### src/sv/qdbs_pkg.sv
// types, character codes and byte classifiers for the delimiter balance scanner
// no dependencies
package qdbs_pkg;

   localparam int CNT10_W = 10;
   localparam int CNT16_W = 16;
   localparam logic [CNT10_W-1:0] CNT10_MAX = '1;

   localparam logic [7:0] CH_PIPE    = 8'h7C;
   localparam logic [7:0] CH_AMP     = 8'h26;
   localparam logic [7:0] CH_SEMI    = 8'h3B;
   localparam logic [7:0] CH_DOLLAR  = 8'h24;
   localparam logic [7:0] CH_LT      = 8'h3C;
   localparam logic [7:0] CH_GT      = 8'h3E;
   localparam logic [7:0] CH_BSLASH  = 8'h5C;
   localparam logic [7:0] CH_SQUOTE  = 8'h27;
   localparam logic [7:0] CH_DQUOTE  = 8'h22;
   localparam logic [7:0] CH_LPAREN  = 8'h28;
   localparam logic [7:0] CH_RPAREN  = 8'h29;
   localparam logic [7:0] CH_LBRACE  = 8'h7B;
   localparam logic [7:0] CH_RBRACE  = 8'h7D;
   localparam logic [7:0] CH_LSQUARE = 8'h5B;
   localparam logic [7:0] CH_RSQUARE = 8'h5D;
   localparam logic [7:0] CH_SPACE   = 8'h20;

   typedef enum logic [1:0] {
      BR_NONE,
      BR_PAREN,
      BR_BRACE,
      BR_SQUARE
   } bracket_type;

   typedef struct packed {
      logic               mismatch;
      logic               in_single;
      logic               in_double;
      logic               esc_pending;
      logic [CNT10_W-1:0] peak;
      logic [CNT10_W-1:0] operators;
      logic [CNT10_W-1:0] escapes;
      logic [CNT10_W-1:0] symbols;
      logic [CNT10_W-1:0] alnums;
      logic [CNT16_W-1:0] digits;
      logic [CNT16_W-1:0] length;
   } scan_state_type;

   function automatic logic is_digit(input logic [7:0] c);
      return (c >= 8'h30) && (c <= 8'h39);
   endfunction

   function automatic logic is_alnum(input logic [7:0] c);
      return is_digit(c) || ((c >= 8'h41) && (c <= 8'h5A)) ||
             ((c >= 8'h61) && (c <= 8'h7A));
   endfunction

   function automatic logic is_space(input logic [7:0] c);
      return (c == CH_SPACE) || ((c >= 8'h09) && (c <= 8'h0D));
   endfunction

   function automatic logic is_operator(input logic [7:0] c);
      logic hit;
      case (c) inside
         CH_PIPE, CH_AMP, CH_SEMI, CH_DOLLAR, CH_LT, CH_GT: hit = 1'b1;
         default: hit = 1'b0;
      endcase
      return hit;
   endfunction

   function automatic bracket_type open_code(input logic [7:0] c);
      bracket_type code;
      unique case (c)
         CH_LPAREN:  code = BR_PAREN;
         CH_LBRACE:  code = BR_BRACE;
         CH_LSQUARE: code = BR_SQUARE;
         default:    code = BR_NONE;
      endcase
      return code;
   endfunction

   function automatic bracket_type close_code(input logic [7:0] c);
      bracket_type code;
      unique case (c)
         CH_RPAREN:  code = BR_PAREN;
         CH_RBRACE:  code = BR_BRACE;
         CH_RSQUARE: code = BR_SQUARE;
         default:    code = BR_NONE;
      endcase
      return code;
   endfunction

   function automatic logic [CNT10_W-1:0] sat_inc10(input logic [CNT10_W-1:0] v);
      return (&v) ? v : v + 1'b1;
   endfunction

   function automatic logic [CNT16_W-1:0] sat_inc16(input logic [CNT16_W-1:0] v);
      return (&v) ? v : v + 1'b1;
   endfunction

endpackage

### src/sv/quoted_delimiter_balance_scanner.sv
// channel | dir | beat contents                        | accepted when
// req_    | in  | byte_in, last_byte                   | req_valid & req_ready
// rsp_    | out | unbalanced, nesting and byte metrics | rsp_valid & rsp_ready
//
// one byte per cycle, back to back while req_ready is high; set by the bracket
// stack memory, which is read at the new top each cycle and written on a push,
// with a bypass register for a push read back in the next cycle
// a result is shown from an output register in the cycle after its last byte is accepted
// req_ready drops only for a last byte while an earlier result is still held
// reset clears the scan state and the result valid flag; the stack memory needs no clearing
// depends on qdbs_pkg
module quoted_delimiter_balance_scanner #(
   parameter int SCAN_LIMIT  = 1024,
   parameter int STACK_DEPTH = 1022
) (
   input  logic                          clock,
   input  logic                          reset,
   input  logic                          req_valid,
   output logic                          req_ready,
   input  logic [7:0]                    req_byte_in,
   input  logic                          req_last_byte,
   output logic                          rsp_valid,
   input  logic                          rsp_ready,
   output logic                          rsp_unbalanced,
   output logic [qdbs_pkg::CNT10_W-1:0]  rsp_max_nesting,
   output logic [qdbs_pkg::CNT10_W-1:0]  rsp_operator_total,
   output logic [qdbs_pkg::CNT10_W-1:0]  rsp_escape_total,
   output logic [qdbs_pkg::CNT10_W-1:0]  rsp_symbol_total,
   output logic [qdbs_pkg::CNT10_W-1:0]  rsp_alnum_total,
   output logic [qdbs_pkg::CNT16_W-1:0]  rsp_digit_total,
   output logic [qdbs_pkg::CNT16_W-1:0]  rsp_string_length
);
   import qdbs_pkg::*;

   localparam int StackEntries = STACK_DEPTH + 1;
   localparam int AddrW        = $clog2(StackEntries);
   localparam int CountW       = $clog2(StackEntries + 1);
   localparam int CmpW         = (CountW > CNT10_W) ? CountW : CNT10_W;
   localparam logic [CountW-1:0]  CountFull = CountW'(StackEntries);
   localparam logic [CNT16_W:0]   ScanEnd   = (CNT16_W + 1)'(SCAN_LIMIT - 1);

   bracket_type    stack_mem [StackEntries];

   scan_state_type st_ff, st_nx, st_in;
   logic [CountW-1:0] count_ff, count_nx, count_in;
   bracket_type    rd_data_ff, fwd_code_ff, fwd_code_in, top_code;
   logic           fwd_ff, fwd_in;
   logic [AddrW-1:0] rd_addr, wr_addr;
   logic           push;
   logic           accept, clear, scan;
   logic [CmpW-1:0] depth_ext;
   logic [CNT10_W-1:0] depth_cap;
   logic           rsp_valid_ff, rsp_valid_in;
   logic           unbal_ff;
   scan_state_type rsp_st_ff;

   assign req_ready = !rsp_valid_ff || rsp_ready || !req_last_byte;
   assign accept    = req_valid && req_ready;
   assign clear     = accept && req_last_byte;
   assign scan      = {1'b0, st_ff.length} < ScanEnd;
   assign top_code  = fwd_ff ? fwd_code_ff : rd_data_ff;
   assign wr_addr   = count_ff[AddrW-1:0];
   assign depth_ext = CmpW'(count_ff + 1'b1);
   assign depth_cap = (depth_ext > CmpW'(CNT10_MAX)) ? CNT10_MAX : depth_ext[CNT10_W-1:0];

   always_comb begin
      st_nx    = st_ff;
      count_nx = count_ff;
      push     = 1'b0;
      if (accept) begin
         if (scan) begin
            if (is_alnum(req_byte_in)) begin
               st_nx.alnums = sat_inc10(st_ff.alnums);
            end else if (!is_space(req_byte_in)) begin
               st_nx.symbols = sat_inc10(st_ff.symbols);
            end
            if (!st_ff.esc_pending && (req_byte_in == CH_BSLASH)) begin
               st_nx.escapes     = sat_inc10(st_ff.escapes);
               st_nx.esc_pending = 1'b1;
            end else begin
               if (!st_ff.in_double && (req_byte_in == CH_SQUOTE) && !st_ff.esc_pending) begin
                  st_nx.in_single = !st_ff.in_single;
               end else if (!st_ff.in_single && (req_byte_in == CH_DQUOTE) &&
                            !st_ff.esc_pending) begin
                  st_nx.in_double = !st_ff.in_double;
               end
               if (!st_nx.in_single && !st_nx.in_double) begin
                  if (is_operator(req_byte_in)) begin
                     st_nx.operators = sat_inc10(st_ff.operators);
                  end
                  if (open_code(req_byte_in) != BR_NONE) begin
                     if (count_ff != CountFull) begin
                        push     = 1'b1;
                        count_nx = count_ff + 1'b1;
                        if (depth_cap > st_ff.peak) begin
                           st_nx.peak = depth_cap;
                        end
                     end else begin
                        st_nx.mismatch = 1'b1;
                     end
                  end else if (close_code(req_byte_in) != BR_NONE) begin
                     if ((count_ff == '0) || (top_code != close_code(req_byte_in))) begin
                        st_nx.mismatch = 1'b1;
                     end else begin
                        count_nx = count_ff - 1'b1;
                     end
                  end
               end
               st_nx.esc_pending = 1'b0;
            end
         end
         if (is_digit(req_byte_in)) begin
            st_nx.digits = sat_inc16(st_ff.digits);
         end
         st_nx.length = sat_inc16(st_ff.length);
      end
   end

   // last beat returns the scan state to its reset value
   assign st_in    = clear ? '0 : st_nx;
   assign count_in = clear ? '0 : count_nx;

   // read the entry that becomes the top after this beat
   assign rd_addr     = (count_in == '0) ? '0 : AddrW'(count_in - 1'b1);
   assign fwd_in      = push && (wr_addr == rd_addr);
   assign fwd_code_in = open_code(req_byte_in);

   assign rsp_valid_in = clear || (rsp_valid_ff && !rsp_ready);

   always_ff @(posedge clock) begin
      if (push) begin
         stack_mem[wr_addr] <= fwd_code_in;
      end
      rd_data_ff  <= stack_mem[rd_addr];
      fwd_code_ff <= fwd_code_in;
   end

   always_ff @(posedge clock) begin
      if (reset) begin
         st_ff        <= '0;
         count_ff     <= '0;
         fwd_ff       <= 1'b0;
         rsp_valid_ff <= 1'b0;
      end else begin
         st_ff        <= st_in;
         count_ff     <= count_in;
         fwd_ff       <= fwd_in;
         rsp_valid_ff <= rsp_valid_in;
      end
   end

   always_ff @(posedge clock) begin
      if (clear) begin
         rsp_st_ff <= st_nx;
         unbal_ff  <= st_nx.mismatch || (count_nx != '0) || st_nx.in_single ||
                      st_nx.in_double;
      end
   end

   assign rsp_valid          = rsp_valid_ff;
   assign rsp_unbalanced     = unbal_ff;
   assign rsp_max_nesting    = rsp_st_ff.peak;
   assign rsp_operator_total = rsp_st_ff.operators;
   assign rsp_escape_total   = rsp_st_ff.escapes;
   assign rsp_symbol_total   = rsp_st_ff.symbols;
   assign rsp_alnum_total    = rsp_st_ff.alnums;
   assign rsp_digit_total    = rsp_st_ff.digits;
   assign rsp_string_length  = rsp_st_ff.length;

endmodule

### config.mk
export PLATFORM = sky130hd
export DESIGN_NAME = quoted_delimiter_balance_scanner
export DESIGN_NICKNAME = d
export VERILOG_FILES = /design/src/sv/qdbs_pkg.sv /design/src/sv/quoted_delimiter_balance_scanner.sv
export SDC_FILE = /design/constraint.sdc
export NUM_CORES = 2
export LEC_CHECK = 0
export BUFFER_PORTS_ARGS = -buffer_cell sky130_fd_sc_hd__buf_4
export CORE_MARGIN = 2
export CORE_UTILIZATION = 58
export CTS_CLUSTER_DIAMETER = 40
export DETAILED_ROUTE_END_ITERATION = 10
export GPL_ROUTABILITY_DRIVEN = 0
export GPL_TIMING_DRIVEN = 1
export PLACE_DENSITY = 0.75
export SYNTH_ARGS = -nofsm -noshare
export SYNTH_HDL_FRONTEND = slang
export SYNTH_SLANG_ARGS = --single-unit
### constraint.sdc
create_clock -name clock -period 101.4 [get_ports clock]
set_input_delay 5.07 -clock clock [delete_from_list [all_inputs] [get_ports clock]]
set_output_delay 5.07 -clock clock [all_outputs]
set_load 0.01 [all_outputs]
==> impl_metrics.yaml <==
status:
  status: "complete, but fails checks"
  violations: "max-capacitance violations"
setup_path:
  timing.rr.start: "count_ff[4]"
  cp-end-kind: "flip-flop"
  crit_path_top_delay_cell: "a31oi_4"
  criticalPathCategory: "input port to flip-flop"
  crit_fanout: 158
  rrSetupSlack_ps: 91300
  cp.required_ps: 102230
  rr_worst_depth: 21
  cp_slowest_stage_delay_ps: 900
  critPathMostFrequentCell: "buf_4"
  worstPathCellList: "buf_4 > nand3b_1 > or3_1 > inv_8 > o21ai_1 > o31ai_1 > a221oi_2 > nor2_4 > inv_8 > ha_1 > nand2_1 > nand2_2 > a31oi_4 > buf_4 > buf_4 > buf_4 > nand2_1 > nand3_1 > a21oi_1 > nor4_1 > a211oi_1 > a41oi_1 > a31oi_1 > a22oi_1"
  timing.rr.end: "rd_data_ff[1]"
  startpoint_type: "input port"
  cp.arrival_ps: 14420
place:
  place_inst: 9134
  portBuffers: 97
  detailed_place_hpwl_mm: 169
  placedInstanceArea_um2: 96100
clock_tree:
  ctsHoldBuffers: 0
  post_cts_buffers: 0
  cts_tree: "built"
  cts_max_level: 5
  cts.clk_slew.worst_paths_ps: 60
  clock_path_buffers: 4
  cts.sinks: 2231
  cts_root_buf: "clkbuf_16"
  clock_latency_ps: 930
  cts_resized: 0
  cts_buffers: 290
worst_hold_path:
  hold_depth: 2
  min_from: "st_ff[85]"
  whs_endpoint: "st_ff[85]"
  min_path_type: "flip-flop to flip-flop"
timing:
  skew_ps: 64.2
  finalCritPeriodShare_pct: 13.4
  layout_min_cycle_time_ps: 13590
  maxSlewViolCount: 0
  setup_viol: 0
  max-slew-margin-rel_pct: 1.48
  fin_tns_setup_ps: 0
  hold_ws_ps: 484
  fmax_mhz: 73.6
  finalHoldViolCount: 0
  worst_pin_slew_ps: 1470
  grt_setup_unrepaired: "no"
cells_and_area:
  layout-area-overhead-vs-synth_pct: 12.6
  regArea_um2: 66000
  final-instance-count-excl-fill: 9646
  multiInputGateArea_um2: 25200
  stdcell_area_um2: 105000
  drive_gt1_share_pct: 11.5
  fill_cells: 11200
  nNetsFinal: 7302
yosys:
  synth_cell_type_count: 100
  synth_area_um2: 93500
  ys_ff_latch: 2231
  ys_warn_count: 0
  synth_xor_area_share_pct: 0.628
  synth_mux_area_share_pct: 2.70
  synthFlopType: "edfxtp_1"
  syn-num-nets: 7348
  synth_edf_count: 2129
  synth-adder-area-share_pct: 0.308
  synth_area_per_cell_um2: 12.8
  netlist.area_leader.share_pct: 68.4
  synthArstFlopShare_pct: 0
  yosysTopAreaCell: "edfxtp_1"
  synth_top_family_by_area: "simple AND/OR/NAND/NOR gates"
  synthCells: 7312
  synth_compound_gate_area_share_pct: 10.2
  ys_seq_area_share_pct: 70.6
  synth_area_leaders: "edfxtp_1, nor2_1, nand2_1"
  synthSimpleGateAreaFrac_pct: 12.7
pwr:
  power.switching_mw: 0.459
  p_sw_share_pct: 22.2
  clock_power_share_pct: 47.5
  combPwrFrac_pct: 4.2
  p_int_mw: 1.61
  vdd_drop_max_mv: 0.0194
  p_per_area_nw_per_um2: 19.7
  pwr-share-seq_pct: 48.3
  leakagePower_nw: 34.1
detailed_routing:
  drt-vias-per-instance: 7.09
  wirelength_mm: 311
  drtAntennaViolNets: 0
  drt-initial-drc-count: 13700
  num_vias: 68400
  wl_per_cell_um: 32.3
  wl_met1_mm: 101
  met2_length_mm: 135
  dr.pass1.iters: 10
  post-route-drc-count: 0
  met3WireLength_mm: 50.4
  top_layer: "met5"
floorplan:
  core_um2: 160000
  die_y_um: 406
  die-area_um2: 164000
  rows: 147
  io_pins: 98
  die-width_um: 406
  start_util_pct: 58.3
global_route:
  antenna_found_initial: 21
  grt_pass1_vias: 65200
  grt_pass1_wl_mm: 443
  grt_use_total_pct: 37.4
  grt_overflow: 0
  grt_max_degree: 286
job:
  drv_cap: 1
[layout make-up]
class                      instances  area share, %
clock inverter                   160           1.49
inverter                          32          0.131
tap                             2160           2.57
clock buffer                     333           7.19
multi-input combinational       4444           23.9
timing repair buffer             267           2.02
antenna                           19         0.0452
sequential                      2231           62.7
[cell usage after synthesis (all sizes together) (48+ instances only)]
library cell  number
edfxtp          2129
nor3              64
o221ai           233
and2             101
a21oi            215
mux2i            181
buf              258
xnor2             48
nand3            326
o22ai            279
nor2            1218
dfxtp            102
and3              59
nand2            830
o21ai            146
a31oi            108
clkbuf           347
[kinds of logic (layout without fill, tap and decap cells)]
kind of cell | count (synthesis) | count (layout)
adders and majority gates | 23 | 23
xor gates and xnor gates | 67 | 67
other | 0 | 19
buffers and inverters | 637 | 792
DFF | 2231 | 2231
and+or+nand+nor | 2766 | 2766
muxes | 228 | 228
AOI/OAI and AO/OA | 1360 | 1360
[sequential cells by signal, summed over array words and instances, names as in the netlist, 2 cells and up]
register,cells
rsp_operator_total,10
rsp_digit_total,16
rsp_string_length,16
rsp_escape_total,10
rsp_symbol_total,10
rd_data_ff,2
count_ff,10
fwd_code_ff,2
rsp_max_nesting,10
st_ff,86
rsp_alnum_total,10
stack_mem,2046
[through the flow]
stage | worst slack (ps) | utilization (%) | total power, mW
after floorplan | 47880 | - | 1.07
after global placement | 87480 | 59.9 | 1.10
after detailed placement | 87320 | 59.9 | 1.10
after CTS | 88230 | 65.6 | 2.06
after global routing | 87690 | 65.6 | 2.11
final | 87810 | 65.6 | 2.07
[placed cells by master (no fill, tap or decap), types with 26 or more instances in the layout]
cell type	instances
dfxtp_1	102
o221ai_1	232
o22ai_1	277
nor3_1	56
nand4_1	39
a211oi_1	42
clkinv_1	32
clkbuf_16	295
a22oi_1	26
a31oi_1	107
and3_1	55
buf_4	257
nor2_1	1211
xnor2_1	48
and2_1	97
o211ai_1	40
mux2i_1	181
inv_1	29
inv_6	27
clkbuf_1	34
nand3_1	313
mux2_2	31
clkinv_2	32
edfxtp_1	2129
nand2_1	805
o21ai_0	127
a21oi_1	213
[routing by layer]
layer	global-route usage (%)	vias to the layer above
met4	24.8	20
li1	-	27500
met1	47.3	32900
met3	12.5	1477
met5	0	-
met2	55.1	6407
[worst max-delay path, delay by kind of cell]
family	cells	cell delay (ps)
fa+ha+maj	1	310
buf+inv	6	2570
simple gates	8	3030
compound gates	9	3300
[power groups by stage]
| stage | combinational (mW) | clock (mW) | sequential, mW |
|---|---|---|---|
| after floorplan | 0.0477 | 0 | 1.02 |
| after global placement | 0.0815 | 0 | 1.02 |
| after detailed placement | 0.0821 | 0 | 1.02 |
| after CTS | 0.0828 | 0.982 | 0.999 |
| after global routing | 0.0883 | 1.02 | 0.998 |
| final | 0.0871 | 0.984 | 0.999 |
[worst max path at each step]
stage,startpoint,to,slack (ps),cells past startpoint
floorplan,req_byte_in[4],stack_mem[0][0],47880,5
global placement,req_byte_in[2],rd_data_ff[1],87480,23
detailed placement,req_byte_in[2],rd_data_ff[1],87320,23
CTS,req_byte_in[2],rd_data_ff[1],88230,23
global route,req_byte_in[2],rd_data_ff[1],87690,23
finish,req_byte_in[7],rd_data_ff[1],87810,24
Note: power is estimated with default switching activity, not from simulation.
